### src/mfbd_pkg.sv
package mfbd_pkg;

    localparam int DEF_FRAME_WIDTH  = 576;
    localparam int DEF_FRAME_HEIGHT = 454;

    localparam int BYTE_W   = 8;
    localparam int WORD_W   = 16;
    localparam int INDEX_W  = 18;
    localparam int COLOR_W  = 32;
    localparam int KIND_W   = 2;
    localparam int CFG_IDX_W = 2;
    localparam int CMD_QUEUE_DEPTH = 4;

    localparam logic [COLOR_W-1:0] FORE_RESET = 32'h00FF_0000;
    localparam logic [COLOR_W-1:0] BACK_RESET = 32'h0000_0000;

    localparam logic [CFG_IDX_W-1:0] CFG_FORE_COLOR = 2'd0;
    localparam logic [CFG_IDX_W-1:0] CFG_BACK_COLOR = 2'd1;

    localparam logic [KIND_W-1:0] EV_PIXEL   = 2'd0;
    localparam logic [KIND_W-1:0] EV_CLOSE   = 2'd1;
    localparam logic [KIND_W-1:0] EV_UNKNOWN = 2'd2;

    localparam logic [BYTE_W-1:0] MSG_RECT  = 8'd2;
    localparam logic [BYTE_W-1:0] MSG_WORD  = 8'd3;
    localparam logic [BYTE_W-1:0] MSG_QUIT  = 8'd4;

    typedef enum logic [2:0] {
        PH_LEN_LO,
        PH_LEN_HI,
        PH_TYPE,
        PH_HEADER,
        PH_DATA,
        PH_SKIP
    } phase_t;

    // One unit of work for the expander: an event, or a data word with the
    // positions (bit k = k-th pixel, msb of the word first) that land in frame.
    typedef struct packed {
        logic                   is_event;
        logic [KIND_W-1:0]      kind;
        logic [BYTE_W-1:0]      bad_type;
        logic [WORD_W-1:0]      word;
        logic [INDEX_W-1:0]     base;
        logic [WORD_W-1:0]      mask;
    } cmd_t;

endpackage

### src/mfbd_front.sv
module mfbd_front
    import mfbd_pkg::*;
#(
    parameter int FRAME_WIDTH  = DEF_FRAME_WIDTH,
    parameter int FRAME_HEIGHT = DEF_FRAME_HEIGHT
)
(
    input  logic              clk,
    input  logic              rst_n,
    input  logic              in_valid,
    output logic              in_ready,
    input  logic [BYTE_W-1:0] link_byte,
    input  logic              q_full,
    output logic              push,
    output cmd_t              push_cmd
);

    localparam logic [31:0] NPIX = 32'(FRAME_WIDTH * FRAME_HEIGHT);

    phase_t              phase_reg, phase_next;
    logic [WORD_W-1:0]   bl_reg, bl_next;
    logic [BYTE_W-1:0]   type_reg, type_next;
    logic [WORD_W-1:0]   hdr_reg [4];
    logic [WORD_W-1:0]   hdr_next [4];
    logic [2:0]          fc_reg, fc_next;
    logic [BYTE_W-1:0]   hold_reg, hold_next;
    logic [WORD_W-1:0]   row_reg, row_next;
    logic [WORD_W-1:0]   wc_reg, wc_next;

    logic                accept;
    logic                consume;
    logic [3:0]          fc_inc;
    logic [WORD_W-1:0]   wc_inc;
    logic [WORD_W-1:0]   row_inc;
    logic [WORD_W-1:0]   bl_dec;

    logic [16:0]         rect_row;
    logic [20:0]         rect_col0;
    logic [31:0]         rect_prod;
    logic [WORD_W-1:0]   rect_mask;
    logic [19:0]         sw_base;
    logic [WORD_W-1:0]   sw_mask;

    assign in_ready = !q_full;
    assign accept   = in_valid && in_ready;
    assign fc_inc   = {1'b0, fc_reg} + 4'd1;
    assign wc_inc   = wc_reg + 16'd1;
    assign row_inc  = row_reg + 16'd1;
    assign bl_dec   = bl_reg - 16'd1;

    // Rectangle word position and in-frame pixels
    always_comb
    begin
        rect_row  = {1'b0, hdr_reg[1]} + {1'b0, row_reg};
        rect_col0 = {({1'b0, hdr_reg[0]} + {1'b0, wc_reg}), 4'b0000};
        rect_prod = 32'(rect_row) * 32'(FRAME_WIDTH);
        for (int k = 0; k < WORD_W; k++)
        begin
            rect_mask[k] = (32'(rect_row) < 32'(FRAME_HEIGHT))
                        && ((32'(rect_col0) + 32'(k)) < 32'(FRAME_WIDTH));
        end
    end

    // Single-word position uses the address as it stands after this byte
    always_comb
    begin
        sw_base = {hdr_next[0], 4'b0000};
        for (int k = 0; k < WORD_W; k++)
        begin
            sw_mask[k] = (32'(sw_base) + 32'(k)) < NPIX;
        end
    end

    always_comb
    begin
        phase_next = phase_reg;
        bl_next    = bl_reg;
        type_next  = type_reg;
        hdr_next   = hdr_reg;
        fc_next    = fc_reg;
        hold_next  = hold_reg;
        row_next   = row_reg;
        wc_next    = wc_reg;
        consume    = 1'b0;
        push       = 1'b0;
        push_cmd   = '0;

        if (accept)
        begin
            unique case (phase_reg)
                PH_LEN_HI:
                begin
                    bl_next    = {link_byte, hold_reg};
                    phase_next = ({link_byte, hold_reg} != 16'd0) ? PH_TYPE : PH_LEN_LO;
                end
                PH_TYPE:
                begin
                    consume   = 1'b1;
                    type_next = link_byte;
                    fc_next   = 3'd0;
                    row_next  = '0;
                    wc_next   = '0;
                    if (link_byte == MSG_RECT || link_byte == MSG_WORD)
                    begin
                        phase_next = PH_HEADER;
                    end
                    else
                    begin
                        push              = 1'b1;
                        push_cmd.is_event = 1'b1;
                        if (link_byte == MSG_QUIT)
                        begin
                            push_cmd.kind = EV_CLOSE;
                        end
                        else
                        begin
                            push_cmd.kind     = EV_UNKNOWN;
                            push_cmd.bad_type = link_byte;
                        end
                        phase_next = PH_SKIP;
                    end
                end
                PH_HEADER:
                begin
                    consume = 1'b1;
                    if (!fc_reg[0])
                    begin
                        hold_next = link_byte;
                    end
                    else
                    begin
                        hdr_next[fc_reg[2:1]] = {link_byte, hold_reg};
                    end
                    fc_next = fc_inc[2:0];
                    if (fc_inc >= ((type_reg == MSG_RECT) ? 4'd8 : 4'd4))
                    begin
                        fc_next = 3'd0;
                        if (type_reg == MSG_RECT)
                        begin
                            phase_next = (hdr_next[2] != '0 && hdr_next[3] != '0)
                                       ? PH_DATA : PH_SKIP;
                        end
                        else
                        begin
                            push          = (sw_mask != '0);
                            push_cmd.kind = EV_PIXEL;
                            push_cmd.word = hdr_next[1];
                            push_cmd.base = sw_base[INDEX_W-1:0];
                            push_cmd.mask = sw_mask;
                            phase_next    = PH_SKIP;
                        end
                    end
                end
                PH_DATA:
                begin
                    consume = 1'b1;
                    if (!fc_reg[0])
                    begin
                        hold_next = link_byte;
                        fc_next   = 3'd1;
                    end
                    else
                    begin
                        push          = (rect_mask != '0);
                        push_cmd.kind = EV_PIXEL;
                        push_cmd.word = {link_byte, hold_reg};
                        push_cmd.base = INDEX_W'(rect_prod + 32'(rect_col0));
                        push_cmd.mask = rect_mask;
                        fc_next       = 3'd0;
                        wc_next       = wc_inc;
                        if (wc_inc >= hdr_reg[2])
                        begin
                            wc_next  = '0;
                            row_next = row_inc;
                            if (row_inc >= hdr_reg[3])
                            begin
                                phase_next = PH_SKIP;
                            end
                        end
                    end
                end
                PH_SKIP:
                begin
                    consume = 1'b1;
                end
                default:
                begin
                    hold_next  = link_byte;
                    phase_next = PH_LEN_HI;
                end
            endcase

            if (consume)
            begin
                bl_next = bl_dec;
                if (bl_dec == '0)
                begin
                    phase_next = PH_LEN_LO;
                end
            end
        end
    end

    always_ff @(posedge clk or negedge rst_n)
    begin
        if (!rst_n)
        begin
            phase_reg <= PH_LEN_LO;
            bl_reg    <= '0;
            type_reg  <= '0;
            hdr_reg   <= '{default: '0};
            fc_reg    <= '0;
            hold_reg  <= '0;
            row_reg   <= '0;
            wc_reg    <= '0;
        end
        else
        begin
            phase_reg <= phase_next;
            bl_reg    <= bl_next;
            type_reg  <= type_next;
            hdr_reg   <= hdr_next;
            fc_reg    <= fc_next;
            hold_reg  <= hold_next;
            row_reg   <= row_next;
            wc_reg    <= wc_next;
        end
    end

endmodule

### src/mfbd_queue.sv
module mfbd_queue
    import mfbd_pkg::*;
#(
    parameter int DEPTH = CMD_QUEUE_DEPTH
)
(
    input  logic clk,
    input  logic rst_n,
    input  logic push,
    input  cmd_t push_cmd,
    input  logic pop,
    output cmd_t head,
    output logic full,
    output logic empty
);

    localparam int PTR_W = (DEPTH > 1) ? $clog2(DEPTH) : 1;
    localparam int CNT_W = $clog2(DEPTH + 1);

    cmd_t             mem_reg [DEPTH];
    logic [PTR_W-1:0] wr_ptr_reg, wr_ptr_next;
    logic [PTR_W-1:0] rd_ptr_reg, rd_ptr_next;
    logic [CNT_W-1:0] cnt_reg, cnt_next;
    logic             do_push, do_pop;

    assign full    = (cnt_reg == CNT_W'(DEPTH));
    assign empty   = (cnt_reg == '0);
    assign do_push = push && !full;
    assign do_pop  = pop && !empty;
    assign head    = mem_reg[rd_ptr_reg];

    always_comb
    begin
        wr_ptr_next = wr_ptr_reg;
        rd_ptr_next = rd_ptr_reg;
        cnt_next    = cnt_reg;
        if (do_push)
        begin
            wr_ptr_next = (wr_ptr_reg == PTR_W'(DEPTH - 1)) ? '0 : wr_ptr_reg + 1'b1;
        end
        if (do_pop)
        begin
            rd_ptr_next = (rd_ptr_reg == PTR_W'(DEPTH - 1)) ? '0 : rd_ptr_reg + 1'b1;
        end
        if (do_push && !do_pop)
        begin
            cnt_next = cnt_reg + 1'b1;
        end
        else if (do_pop && !do_push)
        begin
            cnt_next = cnt_reg - 1'b1;
        end
    end

    always_ff @(posedge clk or negedge rst_n)
    begin
        if (!rst_n)
        begin
            wr_ptr_reg <= '0;
            rd_ptr_reg <= '0;
            cnt_reg    <= '0;
        end
        else
        begin
            wr_ptr_reg <= wr_ptr_next;
            rd_ptr_reg <= rd_ptr_next;
            cnt_reg    <= cnt_next;
        end
    end

    always_ff @(posedge clk)
    begin
        if (do_push)
        begin
            mem_reg[wr_ptr_reg] <= push_cmd;
        end
    end

endmodule

### src/mfbd_back.sv
module mfbd_back
    import mfbd_pkg::*;
(
    input  logic               clk,
    input  logic               rst_n,
    input  cmd_t               head,
    input  logic               empty,
    output logic               pop,
    input  logic [COLOR_W-1:0] fore_color,
    input  logic [COLOR_W-1:0] back_color,
    output logic               out_valid,
    input  logic               out_ready,
    output logic [KIND_W-1:0]  event_kind,
    output logic [INDEX_W-1:0] pixel_index,
    output logic [COLOR_W-1:0] pixel_color,
    output logic [BYTE_W-1:0]  bad_type,
    output logic               last_of_run
);

    logic [3:0]          k_reg, k_next;
    logic                valid_reg, valid_next;
    logic [KIND_W-1:0]   kind_reg, kind_next;
    logic [INDEX_W-1:0]  index_reg, index_next;
    logic [COLOR_W-1:0]  color_reg, color_next;
    logic [BYTE_W-1:0]   bad_reg, bad_next;
    logic                last_reg, last_next;

    logic                advance;
    logic                done;

    assign advance = !valid_reg || out_ready;
    // Done once no in-frame pixel remains above the current position
    assign done    = (head.mask & (16'hFFFE << k_reg)) == '0;

    always_comb
    begin
        k_next     = k_reg;
        valid_next = valid_reg;
        kind_next  = kind_reg;
        index_next = index_reg;
        color_next = color_reg;
        bad_next   = bad_reg;
        last_next  = last_reg;
        pop        = 1'b0;

        if (advance)
        begin
            valid_next = 1'b0;
            if (!empty)
            begin
                if (head.is_event)
                begin
                    valid_next = 1'b1;
                    kind_next  = head.kind;
                    index_next = '0;
                    color_next = '0;
                    bad_next   = head.bad_type;
                    last_next  = 1'b1;
                    pop        = 1'b1;
                    k_next     = '0;
                end
                else
                begin
                    valid_next = head.mask[k_reg];
                    kind_next  = EV_PIXEL;
                    index_next = head.base + INDEX_W'(k_reg);
                    color_next = head.word[~k_reg] ? fore_color : back_color;
                    bad_next   = '0;
                    last_next  = done;
                    pop        = done;
                    k_next     = done ? 4'd0 : k_reg + 4'd1;
                end
            end
        end
    end

    always_ff @(posedge clk or negedge rst_n)
    begin
        if (!rst_n)
        begin
            k_reg     <= '0;
            valid_reg <= 1'b0;
        end
        else
        begin
            k_reg     <= k_next;
            valid_reg <= valid_next;
        end
    end

    always_ff @(posedge clk)
    begin
        kind_reg  <= kind_next;
        index_reg <= index_next;
        color_reg <= color_next;
        bad_reg   <= bad_next;
        last_reg  <= last_next;
    end

    assign out_valid   = valid_reg;
    assign event_kind  = kind_reg;
    assign pixel_index = index_reg;
    assign pixel_color = color_reg;
    assign bad_type    = bad_reg;
    assign last_of_run = last_reg;

endmodule

### src/mono_framebuffer_update_decoder_unit.sv
// Display message decoder for a monochrome framebuffer.
// Input: one stream byte per transfer on in_valid/in_ready/link_byte.
// Output: one result per transfer on out_valid/out_ready: a pixel write
// (event_kind, pixel_index, pixel_color), a close event or an unknown-type
// event (bad_type); last_of_run marks the final result caused by one byte.
// Config: cfg_valid/cfg_ready/cfg_index/cfg_data set fore_color (index 0)
// and back_color (index 1); cfg_ready is always high.
// The parser takes one byte per cycle while the queue is not full and hands
// events and completed data words to a 4-entry command queue. The expander
// steps one bit position per cycle while out_ready does not stall it; a data
// word stops after its last in-frame pixel and an event gives one result.
// With words arriving steadily, the expander bounds the block's byte rate.
// With the queue empty, a byte's first result passes through a queue entry
// and then the output register.
// Reset clears parser state, empties the queue and restores the reset
// colors. When out_ready stays low the output register holds, the queue
// fills and in_ready drops; bytes that cause no result still need a free
// queue slot to be taken.
module mono_framebuffer_update_decoder_unit
    import mfbd_pkg::*;
#(
    parameter int FRAME_WIDTH  = DEF_FRAME_WIDTH,
    parameter int FRAME_HEIGHT = DEF_FRAME_HEIGHT
)
(
    input  logic                 clk,
    input  logic                 rst_n,
    input  logic                 in_valid,
    output logic                 in_ready,
    input  logic [BYTE_W-1:0]    link_byte,
    output logic                 out_valid,
    input  logic                 out_ready,
    output logic [KIND_W-1:0]    event_kind,
    output logic [INDEX_W-1:0]   pixel_index,
    output logic [COLOR_W-1:0]   pixel_color,
    output logic [BYTE_W-1:0]    bad_type,
    output logic                 last_of_run,
    input  logic                 cfg_valid,
    output logic                 cfg_ready,
    input  logic [CFG_IDX_W-1:0] cfg_index,
    input  logic [COLOR_W-1:0]   cfg_data
);

    logic [COLOR_W-1:0] fore_reg;
    logic [COLOR_W-1:0] back_reg;

    logic q_push, q_pop, q_full, q_empty;
    cmd_t q_in, q_head;

    assign cfg_ready = 1'b1;

    always_ff @(posedge clk or negedge rst_n)
    begin
        if (!rst_n)
        begin
            fore_reg <= FORE_RESET;
            back_reg <= BACK_RESET;
        end
        else if (cfg_valid && cfg_ready)
        begin
            if (cfg_index == CFG_FORE_COLOR)
            begin
                fore_reg <= cfg_data;
            end
            else if (cfg_index == CFG_BACK_COLOR)
            begin
                back_reg <= cfg_data;
            end
        end
    end

    mfbd_front #(
        .FRAME_WIDTH  (FRAME_WIDTH),
        .FRAME_HEIGHT (FRAME_HEIGHT)
    ) u_front (
        .clk       (clk),
        .rst_n     (rst_n),
        .in_valid  (in_valid),
        .in_ready  (in_ready),
        .link_byte (link_byte),
        .q_full    (q_full),
        .push      (q_push),
        .push_cmd  (q_in)
    );

    mfbd_queue #(
        .DEPTH (CMD_QUEUE_DEPTH)
    ) u_queue (
        .clk      (clk),
        .rst_n    (rst_n),
        .push     (q_push),
        .push_cmd (q_in),
        .pop      (q_pop),
        .head     (q_head),
        .full     (q_full),
        .empty    (q_empty)
    );

    mfbd_back u_back (
        .clk         (clk),
        .rst_n       (rst_n),
        .head        (q_head),
        .empty       (q_empty),
        .pop         (q_pop),
        .fore_color  (fore_reg),
        .back_color  (back_reg),
        .out_valid   (out_valid),
        .out_ready   (out_ready),
        .event_kind  (event_kind),
        .pixel_index (pixel_index),
        .pixel_color (pixel_color),
        .bad_type    (bad_type),
        .last_of_run (last_of_run)
    );

    a_event_is_last: assert property (@(posedge clk) disable iff (!rst_n)
        out_valid && event_kind != EV_PIXEL |-> last_of_run)
        else $error("event result without last_of_run");

    a_bad_type_only_unknown: assert property (@(posedge clk) disable iff (!rst_n)
        out_valid && event_kind != EV_UNKNOWN |-> bad_type == '0)
        else $error("bad_type set on a non-unknown result");

    a_no_push_when_full: assert property (@(posedge clk) disable iff (!rst_n)
        q_push |-> !q_full)
        else $error("command pushed into a full queue");

    a_pop_needs_entry: assert property (@(posedge clk) disable iff (!rst_n)
        q_pop |-> !q_empty)
        else $error("command popped from an empty queue");

endmodule
### config.mk
export PLATFORM = sky130hd
export DESIGN_NAME = mono_framebuffer_update_decoder_unit
export DESIGN_NICKNAME = d
export VERILOG_FILES = /design/src/mfbd_pkg.sv /design/src/mfbd_front.sv /design/src/mfbd_queue.sv /design/src/mfbd_back.sv /design/src/mono_framebuffer_update_decoder_unit.sv
export SDC_FILE = /design/constraint.sdc
export NUM_CORES = 1
export LEC_CHECK = 0
export BUFFER_PORTS_ARGS = -buffer_cell sky130_fd_sc_hd__buf_4
export CORE_ASPECT_RATIO = 1.25
export CORE_MARGIN = 4
export CORE_UTILIZATION = 44
export CTS_CLUSTER_SIZE = 20
export DETAILED_ROUTE_END_ITERATION = 7
export PLACE_DENSITY = 0.68
export SYNTH_ARGS = -nofsm -noshare
export SYNTH_HDL_FRONTEND = slang
export SYNTH_HIERARCHICAL = 1
export SYNTH_SLANG_ARGS = --single-unit
### constraint.sdc
create_clock -name clk -period 5.5 [get_ports clk]
set_input_delay 0.825 -clock clk [delete_from_list [all_inputs] [get_ports clk]]
set_output_delay 0.825 -clock clk [all_outputs]
set_load 0.05 [all_outputs]
==> results.md <==
Clock network:
- The number of H-tree levels is 2.
- The clock root buffer master is sky130_fd_sc_hd__clkbuf_16.
- The count of instances resized after the clock tree is built is 0.
- The number of buffers inserted during clock tree synthesis is 53.
- The CTS clock-pin slew for the worst setup and hold paths is 60 ps.
- The later pin in the worst-skew pair is clocked with a latency of 610 ps.
- Buffers added to address setup during post-CTS repair amount to 0.
- The TritonCTS clock tree is done.
- The quantity of hold-fixing buffers added after cts is 0.
- In this run the deepest clock path goes through 3 buffers.
- The sink count of the clock tree is between 500 and 600.

Cells and area:
- Of the cells placed in the final design, the portion with a size suffix greater than 1 is 0.208.
- The count of fill cells added during filler insertion is a little under 5000.
- The flip-flop count of the largest register, all copies and words added is between 200 and 250.
- Measured on the finished design, the core utilization comes to 0.504.
- After routing the design area is slightly below 30000 sq um.
- The area added between synthesis and finish is 12.6%.
- The net count reported at finish is between 2000 and 2500.
- The antenna diode instance count is 0.

Critical path:
- The kind of capture point of the worst setup path is a flip-flop.
- The startpoint type of the worst setup path is a flip-flop.
- For the worst setup path, the data required time is 5900 ps.
- The largest fanout on the critical path is 7.
- At the worst endpoint, the arrival time is roughly 5500 ps.
- The type of the worst setup path is flip-flop to flip-flop.

STA:
- The count of final max-slew check failures is 0.
- The transition at the pin with the smallest max-transition slack is 1430 ps.
- The post-route fraction of the period consumed by the critical path is 0.926.
- Timing would allow up to about 200 MHz.
- The setup-violating endpoint count in the final report is 0.
- The final period demand of the worst path is about 5100 ps.
- The worst clock skew is 23.2 ps.
- The final-report hold violation count is 0.
- The max-slew headroom at the worst pin is 0.0366.
- Setup repair after global routing left no endpoint under its margin.
- Adding up every negative setup slack in the final design gives 0 ps.
- In the post-route analysis, the smallest setup slack over all paths is about 410 ps.

Routing:
- The per-cell routed wire length is between 20 and 25 microns.
- The mean number of vias per cell is 5.73.
- The total iterations of the first detailed-routing run is 6.
- The initial DRC count is around 1200.
- The number of antenna-violating nets in the routed design is 0.
- The via total after detailed routing is 16545.
- The number of design rule violations left after detail routing is 0.
- Summed over all layers, the routed wires come to about 60 mm.

Synthesis:
- The count of cell types in the netlist is 93.
- Of the total synthesized cell area, the portion taken by full adders, half adders and majority gates is 0.0572.
- The number of flops mapped to enable cells by yosys is between 300 and 400.
- The post-synthesis instance area is roughly 26000 sq um.
- Of the total synthesized cell area, the portion taken by XOR and XNOR cells is 0.0317.
- The cell count after synthesis came out at between 2000 and 2500.
- The dominant combinational cell family by area after synthesis is multiplexers.
- Yosys printed 6 warnings.
- The post-synthesis simple-gate area fraction is 0.101.
- The most common flop cell mapped by yosys is sky130_fd_sc_hd__edfxtp_1.
- For this run, asynchronously set or reset flops after synthesis account for 0.408.
- The register bit count reported by yosys is roughly 500.
- The compound-cell area share of the yosys netlist is 0.0868.
- The share of cell area taken by muxes after synthesis is 0.127.
- Dividing the synthesized area by the synthesized cell count gives between 10 and 15 sq um.
- Of the synthesized area, sequential elements account for 0.561.

Floorplanning:
- The core area is 57500 sq um.
- For this configuration, the core starts out at a cell density of 0.447.
- The floorplan die area is roughly 62000 sq um.
- The die is between 200 and 300 microns tall.
- The row count is 98.
- about 110 I/O pins were placed.
- From left edge to right edge, the die measures ~220 microns.

Placement:
- The final estimated routing congestion in global placement is ~0.91.
- After legalization and detailed placement, the total HPWL measured 41.1 mm.
- The number of buffer cells added on primary ports is about 110.
- The area of placed instances is between 20000 and 30000 sq um.
- The worst-case setup slack after placement is 464 ps.

GRT:
- The via count of the first global-routing pass is 17090.
- The wire length of the first global-routing pass is ~94 mm.
- The initial antenna violation count is 0.
- The overflow left after global routing is 0.
- The maximum number of pins on one net before global-route repair is slightly below 100.
- In the global route stage, overall resource usage came out at 0.189.

Job:
- The max-capacitance violation count is 0.

Power:
- Power spread over the standard cell area amounts to about 480 nW/um^2.
- The peak ir drop on the vdd network is 0.000435 V.
- The standby leakage power is ~0.012 uW.

Min path:
- The path class of the tightest hold or removal check is primary input to async pin.

Outcome:
- The flow ran to the end, and the final reports show no timing, DRC or antenna violations.
==> Yosys cell counts (14+ instances only) <==
master                       n  share of area
sky130_fd_sc_hd__nand2_1   131          0.019
sky130_fd_sc_hd__a21o_1     26         0.0076
sky130_fd_sc_hd__o21ai_0    84          0.016
sky130_fd_sc_hd__ha_1      108          0.053
sky130_fd_sc_hd__dfrtp_1   202           0.20
sky130_fd_sc_hd__inv_1      75          0.011
sky130_fd_sc_hd__nor4_1     14         0.0034
sky130_fd_sc_hd__a22o_1     14         0.0048
sky130_fd_sc_hd__and3_1     31         0.0075
sky130_fd_sc_hd__edfxtp_1  305           0.36
sky130_fd_sc_hd__buf_4      29         0.0085
sky130_fd_sc_hd__nor2b_1    18         0.0044
sky130_fd_sc_hd__nand2b_1   34         0.0083
sky130_fd_sc_hd__xnor2_1    52          0.018
sky130_fd_sc_hd__and2_1     19         0.0046
sky130_fd_sc_hd__mux4_2     68          0.060
sky130_fd_sc_hd__clkbuf_1   60         0.0088
sky130_fd_sc_hd__nor2_1    143          0.021
sky130_fd_sc_hd__a22oi_1    19         0.0055
sky130_fd_sc_hd__a21oi_1    87          0.017
sky130_fd_sc_hd__xor2_1     36          0.012
sky130_fd_sc_hd__nor3_1     33         0.0064
sky130_fd_sc_hd__mux2i_1    40          0.016
sky130_fd_sc_hd__nand4_1    14         0.0034
sky130_fd_sc_hd__mux2_2    112          0.049
sky130_fd_sc_hd__nand3_1    42         0.0082
==> layer usage <==
layer,up-vias,global-route usage,part of all wire
li1,7590,-,-
met1,8358,0.241,0.41
met2,470,0.332,0.50
met3,127,0.0270,0.049
met4,0,0.0649,0.035
met5,-,0,0
==> power breakdown <==
group / switching, uW / internal, uW / leakage (uW)
clock: 1520 / 2030 / 0.000839
sequential: 587 / 5100 / 0.00536
combinational: 2840 / 1800 / 0.00559
total: 4950 / 8920 / 0.0118
==> worst paths after layout <==
| check | start | to | slack [ps] | cells past startpoint |
|---|---|---|---|---|
| worst max-delay path | u_front/row_reg[0] | u_queue/mem_reg[1][33] | 410 | 22 |
| worst min-delay path | rst_n | u_front/hdr_reg[21] | 280 | 1 |
| worst max register to register | u_front/row_reg[0] | u_queue/mem_reg[1][33] | 410 | 22 |
| worst min register to register | fore_reg[30] | fore_reg[30] | 490 | 1 |
| max in group asynchronous | rst_n | fore_reg[23] | 4040 | 2 |
| min in group clk | cfg_data[18] | back_reg[18] | 460 | 2 |
==> through the flow <==
| step | hold slack, ps | power, uW | instances |
|---|---|---|---|
| 2_1_floorplan | 458 | 9110 | 2004 |
| 3_3_place_gp | 471 | 10300 | 2785 |
| 3_5_place_dp | 480 | 10400 | 2785 |
| 4_1_cts | 324 | 14000 | 2885 |
| 5_1_grt | 345 | 14600 | 2885 |
| 6_report | 282 | 13900 | 2885 |
==> worst max-delay path, cell delays in order (launching register included) <==
cell and delay (ps):
sky130_fd_sc_hd__dfrtp_1 460, sky130_fd_sc_hd__ha_1 230, sky130_fd_sc_hd__inv_1 60, sky130_fd_sc_hd__fa_1 390
sky130_fd_sc_hd__and2b_1 240, sky130_fd_sc_hd__o21a_1 120, sky130_fd_sc_hd__nor2_1 50, sky130_fd_sc_hd__xnor2_1 490
sky130_fd_sc_hd__ha_1 340, sky130_fd_sc_hd__ha_1 210, sky130_fd_sc_hd__inv_1 70, sky130_fd_sc_hd__fa_1 200
sky130_fd_sc_hd__inv_1 50, sky130_fd_sc_hd__a21o_1 170, sky130_fd_sc_hd__a21oi_1 240, sky130_fd_sc_hd__xnor2_1 160
sky130_fd_sc_hd__ha_1 300, sky130_fd_sc_hd__o21ai_0 90, sky130_fd_sc_hd__o21ai_0 130, sky130_fd_sc_hd__o41ai_1 390
sky130_fd_sc_hd__xnor2_1 170, sky130_fd_sc_hd__nand2_1 60, sky130_fd_sc_hd__a21oi_1 260
==> cells by family (layout without fill, tap and decap cells) <==
kind of cell,Yosys count,count (layout)
other cells,2,5
buf+inv,189,320
fa+ha+maj,114,114
mux,225,225
simple gates,521,521
flops,515,515
xor+xnor,90,90
compound gates,345,345
==> cells in the final DEF, fill, tap and decap left out, drive strengths merged, types with 72 or more instances in the layout <==
cell and instances:
nand2 131, edfxtp 305, clkbuf 72, ha 108, dfrtp 202, a21oi 87
nor2 144, buf 142, inv 80, o21ai 92, mux2 116
==> area by class of cell <==
type / count / area [sq um] / area share
tap: 750 / 938 / 0.0324
clock inverter: 29 / 302 / 0.0104
clock buffer: 71 / 1420 / 0.0492
inverter: 77 / 289 / 0.00998
multi-input combinational: 1300 / 10400 / 0.360
sequential: 515 / 14400 / 0.498
timing repair buffer: 143 / 1150 / 0.0399
Note: power is estimated with default switching activity, not from simulation.
